$ cat src/sv/frame_share_count_table_defines.svh
// ---------------------------------------------------------------------------
// Frame share count table assertion macros
// Concurrent assertion wrappers on clk; compiled out under ASSERT_OFF.
// ---------------------------------------------------------------------------
`ifndef FRAME_SHARE_COUNT_TABLE_DEFINES_SVH
`define FRAME_SHARE_COUNT_TABLE_DEFINES_SVH

`ifndef ASSERT_OFF
`define FSCT_ASSERT(label, prop, msg) \
  label: assert property (@(posedge clk) disable iff (!rst_n) prop) else $error(msg);
`define FSCT_ASSERT_ALWAYS(label, prop, msg) \
  label: assert property (@(posedge clk) prop) else $error(msg);
`else
`define FSCT_ASSERT(label, prop, msg)
`define FSCT_ASSERT_ALWAYS(label, prop, msg)
`endif

`endif

$ cat src/sv/fsct_ram.sv
// ---------------------------------------------------------------------------
// Generic simple dual-port RAM
// One write port, one read port with registered read data.
// ---------------------------------------------------------------------------
module fsct_ram #(
  parameter int WIDTH = 8,
  parameter int DEPTH = 16
) (
  input  logic                     clk,
  input  logic                     we,
  input  logic [$clog2(DEPTH)-1:0] waddr,
  input  logic [WIDTH-1:0]         wdata,
  input  logic [$clog2(DEPTH)-1:0] raddr,
  output logic [WIDTH-1:0]         rdata
);

  logic [WIDTH-1:0] mem [DEPTH];

  always_ff @(posedge clk) begin
    if (we) begin
      mem[waddr] <= wdata;
    end
    rdata <= mem[raddr];
  end

endmodule

$ cat config.mk
export PLATFORM = sky130hd
export DESIGN_NAME = fsct_ram
export DESIGN_NICKNAME = d
export VERILOG_FILES = /design/src/sv/frame_share_count_table_defines.svh /design/src/sv/fsct_ram.sv
export SDC_FILE = /design/constraint.sdc
export NUM_CORES = 1
export LEC_CHECK = 0
export BUFFER_PORTS_ARGS = -buffer_cell sky130_fd_sc_hd__buf_2
export CAP_MARGIN = 25
export CELL_PAD_IN_SITES_DETAIL_PLACEMENT = 1
export CELL_PAD_IN_SITES_GLOBAL_PLACEMENT = 2
export CORE_ASPECT_RATIO = 0.5
export CORE_MARGIN = 8
export CORE_UTILIZATION = 48
export CTS_CLUSTER_DIAMETER = 30
export CTS_CLUSTER_SIZE = 25
export DETAILED_ROUTE_END_ITERATION = 8
export GPL_ROUTABILITY_DRIVEN = 0
export PLACE_DENSITY_LB_ADDON = 0.1
export SETUP_SLACK_MARGIN = 0.5
export SLEW_MARGIN = 15
export SYNTH_ARGS = -nofsm -noshare
export SYNTH_HDL_FRONTEND = slang
export SYNTH_SLANG_ARGS = --single-unit
$ cat constraint.sdc
create_clock -name clk -period 2.5 [get_ports clk]
set_clock_uncertainty 0.1 [all_clocks]
set_input_delay 0.5 -clock clk [delete_from_list [all_inputs] [get_ports clk]]
set_output_delay 0.5 -clock clk [all_outputs]
set_load 0.1 [all_outputs]
==> Word-level counts from Yosys, hierarchy flattened <==
Memory sizes are Yosys's and may differ from the RTL's. A register that Yosys moved wholly into a read port is not among the register bits.
Index checks and enable logic that the tools add are counted.
{ "op_classes": {"n_mux": 2} }
{ "ops": {"columns": ["op", "count"], "rows": [
  ["2-to-1 mux 1 bit", 2]
]} }
{ "word_totals": {"ram_bits": 128, "n_memories": 1, "reg_bits": 0} }
{ "mem_list": {"columns": ["name", "depth", "word_bits", "read_ports", "rd_clocked_by_memory_dff", "wr", "line", "text"], "rows": [
  ["mem", 16, 8, 1, 1, 1, "fsct_ram.sv:17", "logic [WIDTH-1:0] mem [DEPTH];"]
]} }

==> Depth between registers and ports, before layout <==
Gate-level depths: netlist of the first run.
{ "logic_depth": {"ltp_word": 2, "ltp_mapped": 5} }

==> Worst setup path before layout of the first run <==
Ideal clock, no wire load.
{ "synth_timing": {"kind": "input port to flip-flop", "startpoint": "in waddr[2]", "endpoint": "mem mem[0][0] (enable)", "path_slack_ns": 0.407, "t_arrival_ns": 1.610, "n_path_buf": 0, "stages": 2, "setup_ns": 0.383, "cell_sequence": "or3b_2 > nor3_1"} }
{ "synth_rtl": {"columns": ["item", "line", "text"], "rows": [
  ["start, declared", "fsct_ram.sv:11", "input logic [$clog2(DEPTH)-1:0] waddr,"],
  ["end, declared", "fsct_ram.sv:17", null]
]} }
Straight into the memory's write port.

==> Worst setup path after layout of the first run <==
{ "layout_timing": {"startpoint": "reg rdata[4] (read register of mem)", "endpoint": "out rdata[4]"} }
{ "layout_rtl": {"columns": ["item", "line", "text"], "rows": [
  ["start, declared", "fsct_ram.sv:14", "output logic [WIDTH-1:0] rdata"]
]} }
No word-level cell between the ends.

==> results.sh, run 1 <==
export IMPL_vias_per_cell=5.666
export IMPL_synth_distinct_cells=19
export IMPL_gr_total_overflow=0
export IMPL_grtUsageTotal_pct=17.35
export IMPL_mostFrequentLayoutCell="edfxtp_1"
export IMPL_clock_sinks=136
export IMPL_cp_start_kind="register"
export IMPL_die_area_um2=14490
export IMPL_h_tree_depth=4
export IMPL_fin_crit_sh_pct=70.21
export IMPL_vias=2493
export IMPL_placedCellCount=408
export IMPL_wl_per_cell_um=26.25
export IMPL_grt_max_degree=20
export IMPL_n_antenna_cell=0
export IMPL_yosysWarnings=0
export IMPL_rows=26
export IMPL_grt_pass1_vias=2737
export IMPL_start_util_pct=49.92
export IMPL_dr_first_iter_drc_count=168
export IMPL_clk_pin_slew_ns=0.06
export IMPL_end_kind="primary output"
export IMPL_holdBufCountCts=0
export IMPL_nets=305
export IMPL_io_pins=26
export IMPL_root_buffer="clkbuf_16"
export IMPL_dieWidth_um=162.5
export IMPL_ys_ff_latch=136
export IMPL_cts_made_buffers=17
export IMPL_path_cells="buf_2"
export IMPL_core_area_um2=10310
export IMPL_wirelength_um=11550
export IMPL_ctsResizeCount=0
export IMPL_grt_use_met1_pct=23.61
export IMPL_final_cell_area_um2=6151
export IMPL_cp_slowest_stage_delay_ns=0.42
export IMPL_synthAdderAreaFrac_pct=0
export IMPL_drt_first_pass_iters=4
export IMPL_globalRouteMet3Util_pct=4.963
export IMPL_yosys_top_cells_area="edfxtp_1 75%, mux4_2 7.9%, mux4_1 7.1%"
export IMPL_synth_fp_nets=247
export IMPL_num_fill_cells=859
export IMPL_synth_top_area_cell="edfxtp_1"
export IMPL_synth_simple_area_share_pct=3.184
export IMPL_layout_drive_gt1_share_pct=33.33
export IMPL_avgSynthCellArea_um2=22.48
export IMPL_async_reset_ff_share_pct=0
export IMPL_timing_critical_path_buf_inv=1
export IMPL_crit_required_ns=1.90
export IMPL_grt_first_pass_wirelength_um=17460
export IMPL_crit_fanout=1
export IMPL_drt_antenna_violating_nets=0
export IMPL_max_slew_worst_pin_slew_ns=0.4928
export IMPL_rsz0062_at_grt="no"
export IMPL_finalWorstSetupSlack_ns=0.7447
export IMPL_ir_drop_mv=0.4671
export IMPL_status="finished, final reports clean"
export IMPL_cp_top_family="buffers and inverters"
export IMPL_netlist_instances=229
export IMPL_tns_ns=0
export IMPL_dp_hpwl_um=7476
export IMPL_slowest_stage="buf_2"
export IMPL_power_density_nw_per_um2=870.6
export IMPL_gr_usage_met2_pct=27.39
export IMPL_cts_setup_buffers=0
export IMPL_relSlewSlack_pct=67.37
export IMPL_cts_tree="yes"
export IMPL_synth_top_area_share_pct=74.67
export IMPL_placedInstanceArea_um2=5572
export IMPL_final_cell_mix="128 x edfxtp_1, 25 x buf_2, 22 x buf_4"
export IMPL_fin_cells=440
export IMPL_top_usage_layer="met2"
export IMPL_place_ws_ns=0.3668
export IMPL_area_growth_pct=19.49
export IMPL_ctsLongestPathBuffers=2
export IMPL_synth_seq_area_share_pct=77.78
export IMPL_synth_mux_area_fraction_pct=15.02
export IMPL_clock_fmax_ghz=0.5697
export IMPL_synth_edf_count=128
export IMPL_cp_arrival_ns=1.16
export IMPL_finalSetupViolCount=0
export IMPL_synth_xor_area_share_pct=0
export IMPL_period_needed_ns=1.755
export IMPL_worstSetupPathType="reg -> out"
export IMPL_synth_top_family_by_area="multiplexers"
export IMPL_cap_violations=0
export IMPL_fin_util_pct=59.65
export IMPL_drc_errors=0
export IMPL_finalHoldViolCount=0
export IMPL_insertion_delay_ns=0.41
export IMPL_final_max_slew_viol_count=0
export IMPL_antenna_found_initial=0
export IMPL_synth_flop_cell="edfxtp_1"
export IMPL_synth_area_um2=5147
export IMPL_synth_compound_area_share_pct=2.333
export IMPL_io_buffers=25
export IMPL_p_leak_nw=2.106
export IMPL_hp_class="in -> reg"
export IMPL_die_y_um=89.23
==> kinds of logic after synthesis <==
| kind of cell | Yosys count |
|---|---|
| muxes | 32 |
| and+or+nand+nor | 35 |
| buffers and inverters | 10 |
| AOI/OAI and AO/OA | 16 |
| DFF | 136 |
==> metrics by stage <==
step	power [mW]	hold WS [ns]
detailed placement	2.977	0.5802
finish	5.355	0.3817
CTS	5.399	0.3749
global route	5.517	0.3920
global placement	2.963	0.5614
floorplan	2.848	0.4989
==> routing by layer <==
metal  part of all wire, %  wire, µm
met2                    48      5501
met5                     0         0
met4                  0.63        73
met3                   7.2       827
met1                    45      5150
==> where the power goes <==
group	total [mW]	switching (mW)	internal, mW	leakage [nW]
clock network	2.43	0.957	1.47	0.277
logic	0.362	0.255	0.108	0.606
registers	2.56	0.0139	2.55	1.22
total	5.35	1.23	4.13	2.11
==> layout make-up <==
class,instances,area [µm²],area share [%]
Multi-Input combinational cell,83,1062,17.27
Sequential cell,136,4004,65.09
Tap cell,140,175.2,2.848
Timing Repair Buffer,49,330.3,5.370
Clock buffer,18,429.2,6.977
Clock inverter,14,150.1,2.441
==> cell usage after synthesis, drive strengths merged (2+ instances only) <==
library cell / instances
a22oi: 16
nor3: 4
nand2: 9
mux4: 32
nand2b: 2
nand3b: 2
buf: 7
clkdlybuf4s25: 3
edfxtp: 128
nor2: 13
dfxtp: 8
==> state kept, by name, summed over array words and instances, names as in the netlist <==
name	cells
rdata	8
mem	128
==> worst paths after layout <==
check | from | endpoint | slack, ns | depth (start not counted)
worst max-delay path | rdata[4] | rdata[4] | 0.74 | 1
worst min-delay path | wdata[6] | mem[15][6] | 0.38 | 1
worst max register to register | mem[3][1] | rdata[1] | 0.89 | 3
worst min register to register | mem[11][1] | rdata[1] | 0.58 | 3
Power figures use the tool's default switching activity.
==> run 2, diff against run 1 <==
- CORE_UTILIZATION: 48 -> 43
- clock period: 2.5 -> 1.58 ns (I/O delays scaled with it)
==> run 2 against run 1 <==
  * Sequential cell count unchanged
  * Critical path type is now reg -> reg
  * Die area increased by 10%
  * Setup slack got worse by 0.67 ns
  * Largest power group unchanged
  * Core utilization decreased by 1.6 points
==> results.sh, run 2 (synthesis gave the netlist of run 1 again) <==
export IMPL_nets=319
export IMPL_cts_made_buffers=17
export IMPL_cp_start_kind="register"
export IMPL_dr_first_iter_drc_count=157
export IMPL_reg_top3="mem: 128 flops, rdata: 8 flops"
export IMPL_final_cell_mix="128 x edfxtp_1, 31 x mux4_2, 28 x buf_12"
export IMPL_largest_reg_flops=128
export IMPL_p_clk_share_pct=43.2
export IMPL_root_buffer="clkbuf_16"
export IMPL_multiInputGateArea_um2=1204
export IMPL_num_fill_cells=984
export IMPL_hp_class="in -> reg"
export IMPL_worstSetupPathType="reg -> reg"
export IMPL_core_area_um2=11740
export IMPL_finalHoldViolCount=0
export IMPL_power_switching_mw=1.940
export IMPL_grt_max_degree=23
export IMPL_io_buffers=25
export IMPL_period_needed_ns=1.510
export IMPL_placedInstanceArea_um2=5957
export IMPL_end_kind="register"
export IMPL_antenna_found_initial=0
export IMPL_status="finished, final reports clean"
export IMPL_vias=2531
export IMPL_top_layer="met4"
export IMPL_drt_antenna_violating_nets=0
export IMPL_grtUsageTotal_pct=15.37
export IMPL_clock_fmax_ghz=0.6623
export IMPL_h_tree_depth=4
export IMPL_regArea_um2=4019
export IMPL_grt_pass1_vias=2732
export IMPL_cap_violations=0
export IMPL_drt_met1_wl_um=5360
export IMPL_layout_drive_gt1_share_pct=50.96
export IMPL_holdBufCountCts=0
export IMPL_regMostFlops="mem"
export IMPL_ir_drop_mv=0.7063
export IMPL_finalSetupViolCount=0
export IMPL_clock_sinks=136
export IMPL_cp_arrival_ns=1.71
export IMPL_drc_errors=0
export IMPL_rsz0062_at_grt="yes"
export IMPL_clk_pin_slew_ns=0.06
export IMPL_start_util_pct=43.86
export IMPL_wl_per_cell_um=23.41
export IMPL_switching_share_pct=22.74
export IMPL_cts_tree="yes"
export IMPL_io_pins=26
export IMPL_max_slew_worst_pin_slew_ns=1.006
export IMPL_final_cell_area_um2=6808
export IMPL_drt_first_pass_iters=5
export IMPL_p_int_mw=6.593
export IMPL_wl_met2_um=4957
export IMPL_p_seq_share_pct=47.8
export IMPL_vias_per_cell=5.284
export IMPL_insertion_delay_ns=0.41
export IMPL_fin_crit_sh_pct=95.57
export IMPL_relSlewSlack_pct=32.77
export IMPL_holdWs_ns=0.1920
export IMPL_p_comb_share_pct=9.0
export IMPL_dp_hpwl_um=7375
export IMPL_wirelength_um=11210
export IMPL_rows=28
export IMPL_gr_total_overflow=0
export IMPL_dieWidth_um=170.7
export IMPL_final_max_slew_viol_count=0
export IMPL_die_y_um=93.37
export IMPL_ctsLongestPathBuffers=2
export IMPL_crit_required_ns=1.78
export IMPL_die_area_um2=15940
export IMPL_crit_fanout=1
export IMPL_p_leak_nw=2.255
export IMPL_area_growth_pct=32.26
export IMPL_wl_met3_um=796
export IMPL_mostFrequentLayoutCell="edfxtp_1"
export IMPL_power_density_nw_per_um2=1254
export IMPL_grt_first_pass_wirelength_um=17380
export IMPL_n_antenna_cell=0
run 2: final timing paths:
path         slack [ns]        from  depth (start not counted)          to
min                0.19    wdata[6]                          1  mem[15][6]
max reg2reg        0.07   mem[0][2]                          4    rdata[2]
min reg2reg        0.58  mem[12][7]                          3    rdata[7]
max                0.07   mem[0][2]                          4    rdata[2]
run 2: cell type report:
cell class	count	share of cell area, %
flip-flops and latches	136	59.03
multi-input cells	83	17.68
repair buffers	63	12.02
clock buffers	20	6.708
well taps	165	3.033
clock inverters	12	1.525
run 2: worst max-delay path, cell delays in order (launching register included):
cell and delay (ns):
edfxtp_1 0.38, mux4_2 0.48, a22oi_2 0.24, buf_4 0.16
nand2_2 0.04
run 2: repair_timing:
item / in CTS / in global routing
endpoints found under the setup margin: 112 / 102
resized for setup: 50 / 4
buffers inserted: 3 / 2
pin swaps: 6 / 6
run 2: stage by stage:
step / util, % / std cells / worst slack [ns] / setup TNS, ns / total power, mW
finish: 58.01 / 479 / 0.07006 / 0 / 8.534
floorplan: - / 229 / 0.06099 / 0 / 4.553
global route: 58.01 / 479 / 0.04797 / 0 / 8.801
detailed placement: 50.76 / 442 / -0.5674 / -5.003 / 4.797
global placement: 50.76 / 442 / -0.5153 / -3.247 / 4.780
CTS: 57.67 / 477 / 0.07898 / 0 / 8.594
run 2: power groups by stage:
stage	combinational, mW	clock [mW]	sequential [mW]
CTS	0.762	3.75	4.08
detailed placement	0.657	0	4.14
global placement	0.645	0	4.13
global route	0.803	3.91	4.09
finish	0.764	3.69	4.08
floorplan	0.244	0	4.31
run 2: layer usage:
metal / track usage [%] / up-vias
li1: - / 1111
met1: 22.67 / 1333
met2: 21.59 / 74
met3: 5.044 / 13
met4: 3.771 / 0
met5: 0 / -
